**config.mk**
```make
export PLATFORM = sky130hd
export DESIGN_NAME = hex_offset_distance_direction_unit_flat
export DESIGN_NICKNAME = d
export VERILOG_FILES = /design/src/rtl/hodd_pkg.sv /design/src/rtl/hodd_query_if.sv /design/src/rtl/hodd_result_if.sv /design/src/rtl/hodd_relation.sv /design/src/rtl/hodd_distance.sv /design/src/rtl/hex_offset_distance_direction_unit.sv /design/src/flat_wrapper.sv
export SDC_FILE = /design/constraint.sdc
export NUM_CORES = 1
export LEC_CHECK = 0
export ABC_AREA = 1
export BUFFER_PORTS_ARGS = -buffer_cell sky130_fd_sc_hd__buf_2
export CORE_ASPECT_RATIO = 0.5
export CORE_MARGIN = 2
export CORE_UTILIZATION = 25
export DETAILED_ROUTE_END_ITERATION = 8
export PLACE_DENSITY_LB_ADDON = 0.15
export RECOVER_POWER = 50
export SLEW_MARGIN = 20
export SYNTH_ARGS = -nofsm -noshare
export SYNTH_HDL_FRONTEND = slang
export SYNTH_SLANG_ARGS = --single-unit
```
**constraint.sdc**
```tcl
create_clock -name clk -period 14.2 [get_ports clk]
set_input_delay 2.84 -clock clk [delete_from_list [all_inputs] [get_ports clk]]
set_output_delay 2.84 -clock clk [all_outputs]
set_load 0.02 [all_outputs]
```
**src/rtl/hodd_pkg.sv**
```systemverilog
package hodd_pkg;

  // Coordinate width of every cell position field.
  localparam int COORD_BITS = 10;

  // Result widths.
  localparam int DIST_BITS = 11;
  localparam int REL_BITS  = 4;

  // Segment columns carry a sign and two bits of headroom above the column range.
  localparam int SEG_BITS  = COORD_BITS + 3;

  // Raw distance width before saturation.
  localparam int RAW_BITS  = (COORD_BITS + 1 > DIST_BITS) ? COORD_BITS + 1 : DIST_BITS;

  localparam logic [DIST_BITS-1:0] DIST_MAX = {DIST_BITS{1'b1}};

  typedef logic [COORD_BITS-1:0]      coord_t;
  typedef logic [DIST_BITS-1:0]       dist_t;
  typedef logic [REL_BITS-1:0]        rel_t;
  typedef logic signed [SEG_BITS-1:0] seg_t;

  // Relation codes.
  localparam rel_t REL_SAME      = 4'd0;
  localparam rel_t REL_LEFT      = 4'd1;
  localparam rel_t REL_RIGHT     = 4'd2;
  localparam rel_t REL_UP_BASE   = 4'd3;
  localparam rel_t REL_DOWN_BASE = 4'd8;
  localparam rel_t REL_MAX       = 4'd12;

  // Sector offsets from a base code.
  localparam rel_t SECT_OUTER_L = 4'd0;
  localparam rel_t SECT_EDGE_L  = 4'd1;
  localparam rel_t SECT_MID     = 4'd2;
  localparam rel_t SECT_EDGE_R  = 4'd3;
  localparam rel_t SECT_OUTER_R = 4'd4;

  typedef struct packed {
    coord_t first_x;
    coord_t first_y;
    coord_t second_x;
    coord_t second_y;
  } query_t;

endpackage

```
**src/rtl/hodd_query_if.sv**
```systemverilog
interface hodd_query_if import hodd_pkg::*; ();
  logic   valid;
  logic   ready;
  coord_t first_x;
  coord_t first_y;
  coord_t second_x;
  coord_t second_y;

  modport source (output valid, output first_x, output first_y,
                  output second_x, output second_y, input ready);
  modport sink   (input valid, input first_x, input first_y,
                  input second_x, input second_y, output ready);
endinterface

```
**src/rtl/hodd_result_if.sv**
```systemverilog
interface hodd_result_if import hodd_pkg::*; ();
  logic  valid;
  logic  ready;
  dist_t hex_distance;
  rel_t  relation;

  modport source (output valid, output hex_distance, output relation, input ready);
  modport sink   (input valid, input hex_distance, input relation, output ready);
endinterface

```
**src/rtl/hodd_relation.sv**
```systemverilog
module hodd_relation import hodd_pkg::*; (
  input  query_t q,
  output rel_t   relation
);

  logic [COORD_BITS:0] f_lo, f_hi, s_lo, s_hi;
  seg_t                lo_diff, hi_diff, left_seg, right_seg, fx_s, sx_s;
  rel_t                base, sector;

  always_comb begin
    // Exact half-row terms: (y+1)>>1 and (y+2)>>1.
    f_lo = ({1'b0, q.first_y}  + (COORD_BITS+1)'(1)) >> 1;
    f_hi = ({1'b0, q.first_y}  + (COORD_BITS+1)'(2)) >> 1;
    s_lo = ({1'b0, q.second_y} + (COORD_BITS+1)'(1)) >> 1;
    s_hi = ({1'b0, q.second_y} + (COORD_BITS+1)'(2)) >> 1;

    fx_s = seg_t'({3'b000, q.first_x});
    sx_s = seg_t'({3'b000, q.second_x});

    if (q.first_y >= q.second_y) begin
      lo_diff   = seg_t'({2'b00, s_lo}) - seg_t'({2'b00, f_lo});
      hi_diff   = seg_t'({2'b00, f_hi}) - seg_t'({2'b00, s_hi});
      left_seg  = sx_s + lo_diff;
      right_seg = sx_s + hi_diff;
    end else begin
      lo_diff   = seg_t'({2'b00, s_lo}) - seg_t'({2'b00, f_lo});
      hi_diff   = seg_t'({2'b00, f_hi}) - seg_t'({2'b00, s_hi});
      right_seg = sx_s + lo_diff;
      left_seg  = sx_s + hi_diff;
    end

    if (left_seg > fx_s) begin
      sector = SECT_OUTER_L;
    end else if (left_seg == fx_s) begin
      sector = SECT_EDGE_L;
    end else if (right_seg > fx_s) begin
      sector = SECT_MID;
    end else if (right_seg == fx_s) begin
      sector = SECT_EDGE_R;
    end else begin
      sector = SECT_OUTER_R;
    end

    base = (q.first_y < q.second_y) ? REL_UP_BASE : REL_DOWN_BASE;

    if (q.first_y == q.second_y) begin
      if (q.first_x < q.second_x) begin
        relation = REL_LEFT;
      end else if (q.first_x > q.second_x) begin
        relation = REL_RIGHT;
      end else begin
        relation = REL_SAME;
      end
    end else begin
      relation = base + sector;
    end
  end

endmodule

```
**src/rtl/hodd_distance.sv**
```systemverilog
module hodd_distance import hodd_pkg::*; (
  input  query_t q,
  output dist_t  hex_distance
);

  coord_t                dy, adx, dx, half_dy;
  logic                  shift_col;
  logic [RAW_BITS-1:0]   raw;

  always_comb begin
    dy  = (q.first_y >= q.second_y) ? q.first_y - q.second_y : q.second_y - q.first_y;
    adx = (q.first_x >= q.second_x) ? q.first_x - q.second_x : q.second_x - q.first_x;

    // Odd row distance pulls the reference column one step toward the first cell.
    shift_col = dy[0] && ((!q.first_y[0] && (q.second_x < q.first_x)) ||
                          ( q.first_y[0] && (q.second_x > q.first_x)));
    dx      = shift_col ? adx - COORD_BITS'(1) : adx;
    half_dy = dy >> 1;

    if (dx < half_dy) begin
      raw = RAW_BITS'(dy);
    end else begin
      raw = RAW_BITS'(dy) + RAW_BITS'(dx) - RAW_BITS'(half_dy);
    end

    // Saturate only matters when the coordinates are wider than the result.
    if (raw > RAW_BITS'(DIST_MAX)) begin
      hex_distance = DIST_MAX;
    end else begin
      hex_distance = raw[DIST_BITS-1:0];
    end
  end

endmodule

```
**src/rtl/hex_offset_distance_direction_unit.sv**
```systemverilog
// Path: an accepted query request passes the input register, then the result
// register, before it appears as its result request.
// Throughput: one request per cycle; the two register stages advance whenever
// the result stage is empty or being taken, so a stall backs up one stage at a time.
// Reset: synchronous, active-high rst empties both stages; no payload is cleared.
module hex_offset_distance_direction_unit import hodd_pkg::*; (
  input  logic                clk,
  input  logic                rst,
  hodd_query_if.sink          query,
  hodd_result_if.source       result
);

  // Stage 1: captured query.
  logic   s1_valid;
  query_t s1_q;

  // Stage 2: finished result.
  logic   s2_valid;
  dist_t  s2_dist;
  rel_t   s2_rel;

  logic   s2_advance;
  logic   s1_advance;

  dist_t  calc_dist;
  rel_t   calc_rel;

  // Stage 2 may load when it is empty or its request is being taken downstream.
  assign s2_advance  = !s2_valid || result.ready;
  // Stage 1 may load when it is empty or its content moves on to stage 2.
  assign s1_advance  = !s1_valid || s2_advance;
  assign query.ready = s1_advance;

  // Geometry on the registered query: both paths are short, parallel logic.
  hodd_relation u_relation (
    .q        (s1_q),
    .relation (calc_rel)
  );

  hodd_distance u_distance (
    .q            (s1_q),
    .hex_distance (calc_dist)
  );

  // Control state: valid bits of both stages.
  always_ff @(posedge clk) begin
    if (rst) begin
      s1_valid <= 1'b0;
      s2_valid <= 1'b0;
    end else begin
      if (s1_advance) begin
        s1_valid <= query.valid;
      end
      if (s2_advance) begin
        s2_valid <= s1_valid;
      end
    end
  end

  // Payload: load on advance, hold while stalled.
  always_ff @(posedge clk) begin
    if (s1_advance && query.valid) begin
      s1_q.first_x  <= query.first_x;
      s1_q.first_y  <= query.first_y;
      s1_q.second_x <= query.second_x;
      s1_q.second_y <= query.second_y;
    end
    if (s2_advance && s1_valid) begin
      s2_dist <= calc_dist;
      s2_rel  <= calc_rel;
    end
  end

  assign result.valid        = s2_valid;
  assign result.hex_distance = s2_dist;
  assign result.relation     = s2_rel;

  // Relation code stays within the thirteen defined codes.
  a_rel_range: assert property (@(posedge clk) disable iff (rst)
    result.valid |-> (result.relation <= REL_MAX))
    else $error("relation code out of range");

  // Same cell and zero distance go together.
  a_same_zero: assert property (@(posedge clk) disable iff (rst)
    result.valid |-> ((result.relation == REL_SAME) == (result.hex_distance == '0)))
    else $error("same-cell relation and zero distance disagree");

  // Both stages full and the output stalled: no new request can enter.
  a_full_stall: assert property (@(posedge clk) disable iff (rst)
    (s1_valid && s2_valid && !result.ready) |-> !query.ready)
    else $error("query accepted while pipeline is full and stalled");

  // A stalled stage-1 entry moves into stage 2 only when stage 2 frees up.
  a_s1_hold: assert property (@(posedge clk) disable iff (rst)
    (s1_valid && s2_valid && !result.ready) |=> s1_valid)
    else $error("stage-1 entry lost during stall");

  // Reset empties the pipeline.
  a_reset_empty: assert property (@(posedge clk)
    rst |=> (!s1_valid && !s2_valid))
    else $error("pipeline not empty after reset");

endmodule

```
**src/flat_wrapper.sv**
```systemverilog
// flat-port wrapper written by rule: the top's interface ports become plain ports
module hex_offset_distance_direction_unit_flat import hodd_pkg::*;
  (clk, rst, query_valid, query_first_x, query_first_y, query_second_x, query_second_y, query_ready, result_valid, result_hex_distance, result_relation, result_ready);
  hodd_query_if query_i ();
  hodd_result_if result_i ();
  input  logic clk;
  input  logic rst;
  input wire logic [$bits(query_i.valid)-1:0] query_valid;
  input wire logic [$bits(query_i.first_x)-1:0] query_first_x;
  input wire logic [$bits(query_i.first_y)-1:0] query_first_y;
  input wire logic [$bits(query_i.second_x)-1:0] query_second_x;
  input wire logic [$bits(query_i.second_y)-1:0] query_second_y;
  output wire logic [$bits(query_i.ready)-1:0] query_ready;
  output wire logic [$bits(result_i.valid)-1:0] result_valid;
  output wire logic [$bits(result_i.hex_distance)-1:0] result_hex_distance;
  output wire logic [$bits(result_i.relation)-1:0] result_relation;
  input wire logic [$bits(result_i.ready)-1:0] result_ready;
  assign query_i.valid = query_valid;
  assign query_i.first_x = query_first_x;
  assign query_i.first_y = query_first_y;
  assign query_i.second_x = query_second_x;
  assign query_i.second_y = query_second_y;
  assign query_ready = query_i.ready;
  assign result_valid = result_i.valid;
  assign result_hex_distance = result_i.hex_distance;
  assign result_relation = result_i.relation;
  assign result_i.ready = result_ready;
  hex_offset_distance_direction_unit u_core (.clk(clk), .rst(rst), .query(query_i), .result(result_i));
endmodule
```
==> out/metrics.sh <==
SEQUENTIAL_AREA_SHARE_AFTER_SYNTHESIS=0.206
OVERFLOW_AFTER_GRT=0
P_SW_FRAC=0.484
MAX_CAP_VIOL_COUNT=0
POSTCTSHOLDBUFS=0
LAYOUT_MIN_CYCLE_TIME_NS=6.14
SYNTH_CELLS=1132
YOSYSMOSTFREQUENTCELL='nand2_1'
WORST_R2R_ENDPOINT='u_core.result.relation[3]$_SDFFCE_PP0P_'
WORST-R2R-SETUP-SLACK_NS=8.10
CRITPATHKIND='primary input to output port'
FINAL_MAX_SLEW_VIOL_COUNT=0
SYNTH_EDF_COUNT=55
WORST_REG2REG_PATH_DEPTH=34
POWER_DENSITY_nW_PER_UM2=157
CLOCK_LATENCY_NS=0.36
SYNTHESIS.AREA_SQ_UM=8220
GRT.TOTAL_USAGE=0.147
ANTENNA_VIOLATING_NETS_POST_ROUTE=0
FMAX_GHz=0.163
AREA_GROWTH_PCT=13.6
FINAL_CORE_UTIL=0.292
CTS_TREE='yes'
OUTCOME='complete, no violations'
POST-SYNTH-TOP-AREA-CELL='edfxtp_1'
WORSTPATHREQUIRED_NS=11.36
POWER_uW=1470
YS_SEQ_ELEMENTS=57
ROUTE.DETAILED.WL_PER_INST_UM=15.2
SETUP_WS_NS=8.06
POST_CTS_GATE_RESIZE_COUNT=0
GRT_PASS1_WL_UM=39300
POST_CTS_BUFFERS=0
COMBINATIONALPOWERSHARE=0.646
SYNTH_CELL_TYPES=47
FINALCLOCKSKEW_NS=0.0159
CTS_ROOT_BUFFER='clkbuf_16'
DIE_HEIGHT_UM=132
DR.FIRST_ITER.DRC_COUNT=422
WORSTPATHCELLLIST='buf_2 > inv_1 > nand3_1 > buf_2'
DOMINANTREGCELLSYNTH='edfxtp_1'
GRT_SETUP_UNREPAIRED='false'
WHS_ENDPOINT='u_core.result.valid$_SDFFE_PP0P_'
COREAREA_SQ_UM=32000
FIRST_GLOBAL_VIAS=7176
GRT_MAX_DEGREE=41
INSERTEDDIODECOUNT=0
P_LEAK_uW=0.00472
POST_SYNTH.CELL_AREA_AVG_SQ_UM=7.26
WORST-ENDPOINT-ARRIVAL_NS=3.30
GRT_BUSIEST_LAYER='met2'
POWER_SWITCHING_uW=710
BUFFER_PORTS.INSERTED=60
CPMAXSTAGEDELAYCELL='buf_2'
SEQ_POWER_SHARE=0.167
SYNTH.NET_COUNT=1326
TIMING.CRITICAL_PATH.FANOUT_MAX=3
FINAL_HOLD_VIO_COUNT=0
CTS-HTREE-LEVELS=3
START_KIND='primary input'
CRITPATHCAPTURETYPE='output port'
SHARE_OF_POST_ROUTE_CELLS_WITH_DRIVE_STRENGTH_ABOVE_1=0.0760
CRITICAL_PATH.REG2REG.STARTPOINT='u_core.s1_q[21]$_DFFE_PP_'
GRT_UTIL_MET3=0.0244
FINAL_MIN_PERIOD_OVER_CLOCK_PERIOD=0.433
PRECTSSETUPSLACK_NS=8.07
CLK_BUF_DEPTH=2
TIMING.HOLD.WORST.START='u_core.result.valid$_SDFFE_PP0P_'
WORST-SLEW-PIN-TRANSITION_NS=0.984
PLACEMENTROWS=46
CRIT_TOP_CELL='buf_2'
GLOBALPLACE.CONGESTION=0.857
INTPOWER_uW=758
FINAL_NET_COUNT=1387
INITIAL_UTILIZATION=0.257
YS_TOP_CELLS_BY_AREA='edfxtp_1 20%, ha_1 20%, nand2_1 12%, inv_1 9.1%, xor2_1 6.2%'
SYNTHESIS.YOSYS.WARNINGS=0
WORST_PATH_LARGEST_CELL_DELAY_NS=0.18
PEAKVDDDROP_uV=51.8
CLOCK-SINKS=57
DIE_AREA_SQ_UM=34400
GROUTE.LAYER.MET1.USAGE=0.211
NFILLCELLS=3583
VIA_COUNT=7370
CLOCKPOWERSHARE=0.187
TRITONCTS.NUM_BUFFERS=9
WORSTHOLDPATHCELLS=2
POST_DRT_VIA_CELL_RATIO=4.52
FP.DIEW_UM=260
FIRSTDRTPASSITERS=5
MAXSLEWHEADROOM=0.343
CTS.CLK_SLEW.WORST_PATHS_NS=0.06
GRT_USE_MET2=0.229
SYNTH_TOP_CELLS_BY_COUNT='257 x nand2_1, 199 x inv_1, 132 x ha_1'
DETAILED_PLACE_HPWL_UM=20800
PIN_COUNT=61
FINALSETUPVIOLATIONS=0
ROUTED_WIRELENGTH_UM=24800
SETUP_TNS_NS=0
SYNTHARSTFLOPSHARE=0
MIN_PATH_TYPE='flip-flop to flip-flop'
DRT_DRC_VIOLATIONS_LEFT=0
AREA_FRACTION_OF_THE_DOMINANT_CELL_TYPE_AFTER_SYNTHESIS=0.201
GRT_ANTENNA_BEFORE_REPAIR=0
[metrics by stage]
stage	hold slack (ns)	cell area (sq um)	instances
floorplan	0.445	8220	1132
global placement	0.459	9000	1614
detailed placement	0.476	9000	1614
CTS	0.485	9350	1630
global route	0.508	9340	1630
finish	0.498	9340	1630
[cells by family after synthesis]
kind of cell / count (synthesis) / synth area share
AOI/OAI and AO/OA: 186 / 0.127
DFF: 57 / 0.206
adders and majority gates: 150 / 0.245
muxes: 2 / 0.00244
xor gates and xnor gates: 86 / 0.0917
and+or+nand+nor: 438 / 0.227
buffers and inverters: 213 / 0.101
[layout by cell type, fill, tap and decap left out, types with 14 or more instances in the layout]
cell type	Yosys	routed
buf_2	4	50
nand2_1	257	257
edfxtp_1	55	55
xnor2_1	28	28
o21ai_0	61	61
fa_1	18	18
nor3_1	18	18
a21oi_1	82	82
nor2_1	62	62
inv_1	199	198
ha_1	132	132
nand4_1	14	14
nand3_1	66	66
xor2_1	58	58
[flip-flops by register name, indices dropped and copies added (netlist names)]
register	cells
u_core.s1_q	40
u_core.result.hex_distance	11
u_core.result.relation	4
u_core.result.valid	1
u_core.s1_valid	1
[worst max-delay path by stage]
stage / startpoint / cells past startpoint / slack (ns) / endpoint
floorplan: result_ready / 2 / 8.25 / query_ready
global placement: result_ready / 4 / 8.08 / query_ready
detailed placement: result_ready / 4 / 8.07 / query_ready
CTS: u_core.s1_q[1]$_DFFE_PP_ / 34 / 8.06 / u_core.result.relation[3]$_SDFFCE_PP0P_
global route: u_core.s1_q[1]$_DFFE_PP_ / 35 / 7.43 / u_core.result.relation[3]$_SDFFCE_PP0P_
finish: result_ready / 4 / 8.06 / query_ready
[power groups by stage]
stage,Sequential [uW],Clock [uW],Combinational (uW)
3_3_place_gp,249,0,938
3_5_place_dp,249,0,949
2_1_floorplan,266,0,698
6_report,245,274,949
5_1_grt,248,286,1080
4_1_cts,245,282,955
[metal layers]
layer,routed length [um],vias to the layer above,part of all wire
met5,0,-,0
met3,852,8,0.034
met1,13000,3403,0.52
met4,186,0,0.0075
met2,10800,117,0.44
li1,-,3842,-
[critical path, delay by kind of cell]
family,cells,cell delay [ns]
buffers and inverters,3,0.35
AND/OR/NAND/NOR,1,0.11
[final cells by class]
type                            instances  area, sq um  area share
Timing Repair Buffer                   63          307      0.0328
Inverter                              200          751      0.0804
Multi-Input combinational cell        862         5690       0.610
Clock buffer                           10          239      0.0256
Clock inverter                          6          115      0.0123
Sequential cell                        57         1690       0.181
Tap cell                              432          541      0.0579
Power figures use the tool's default switching activity.
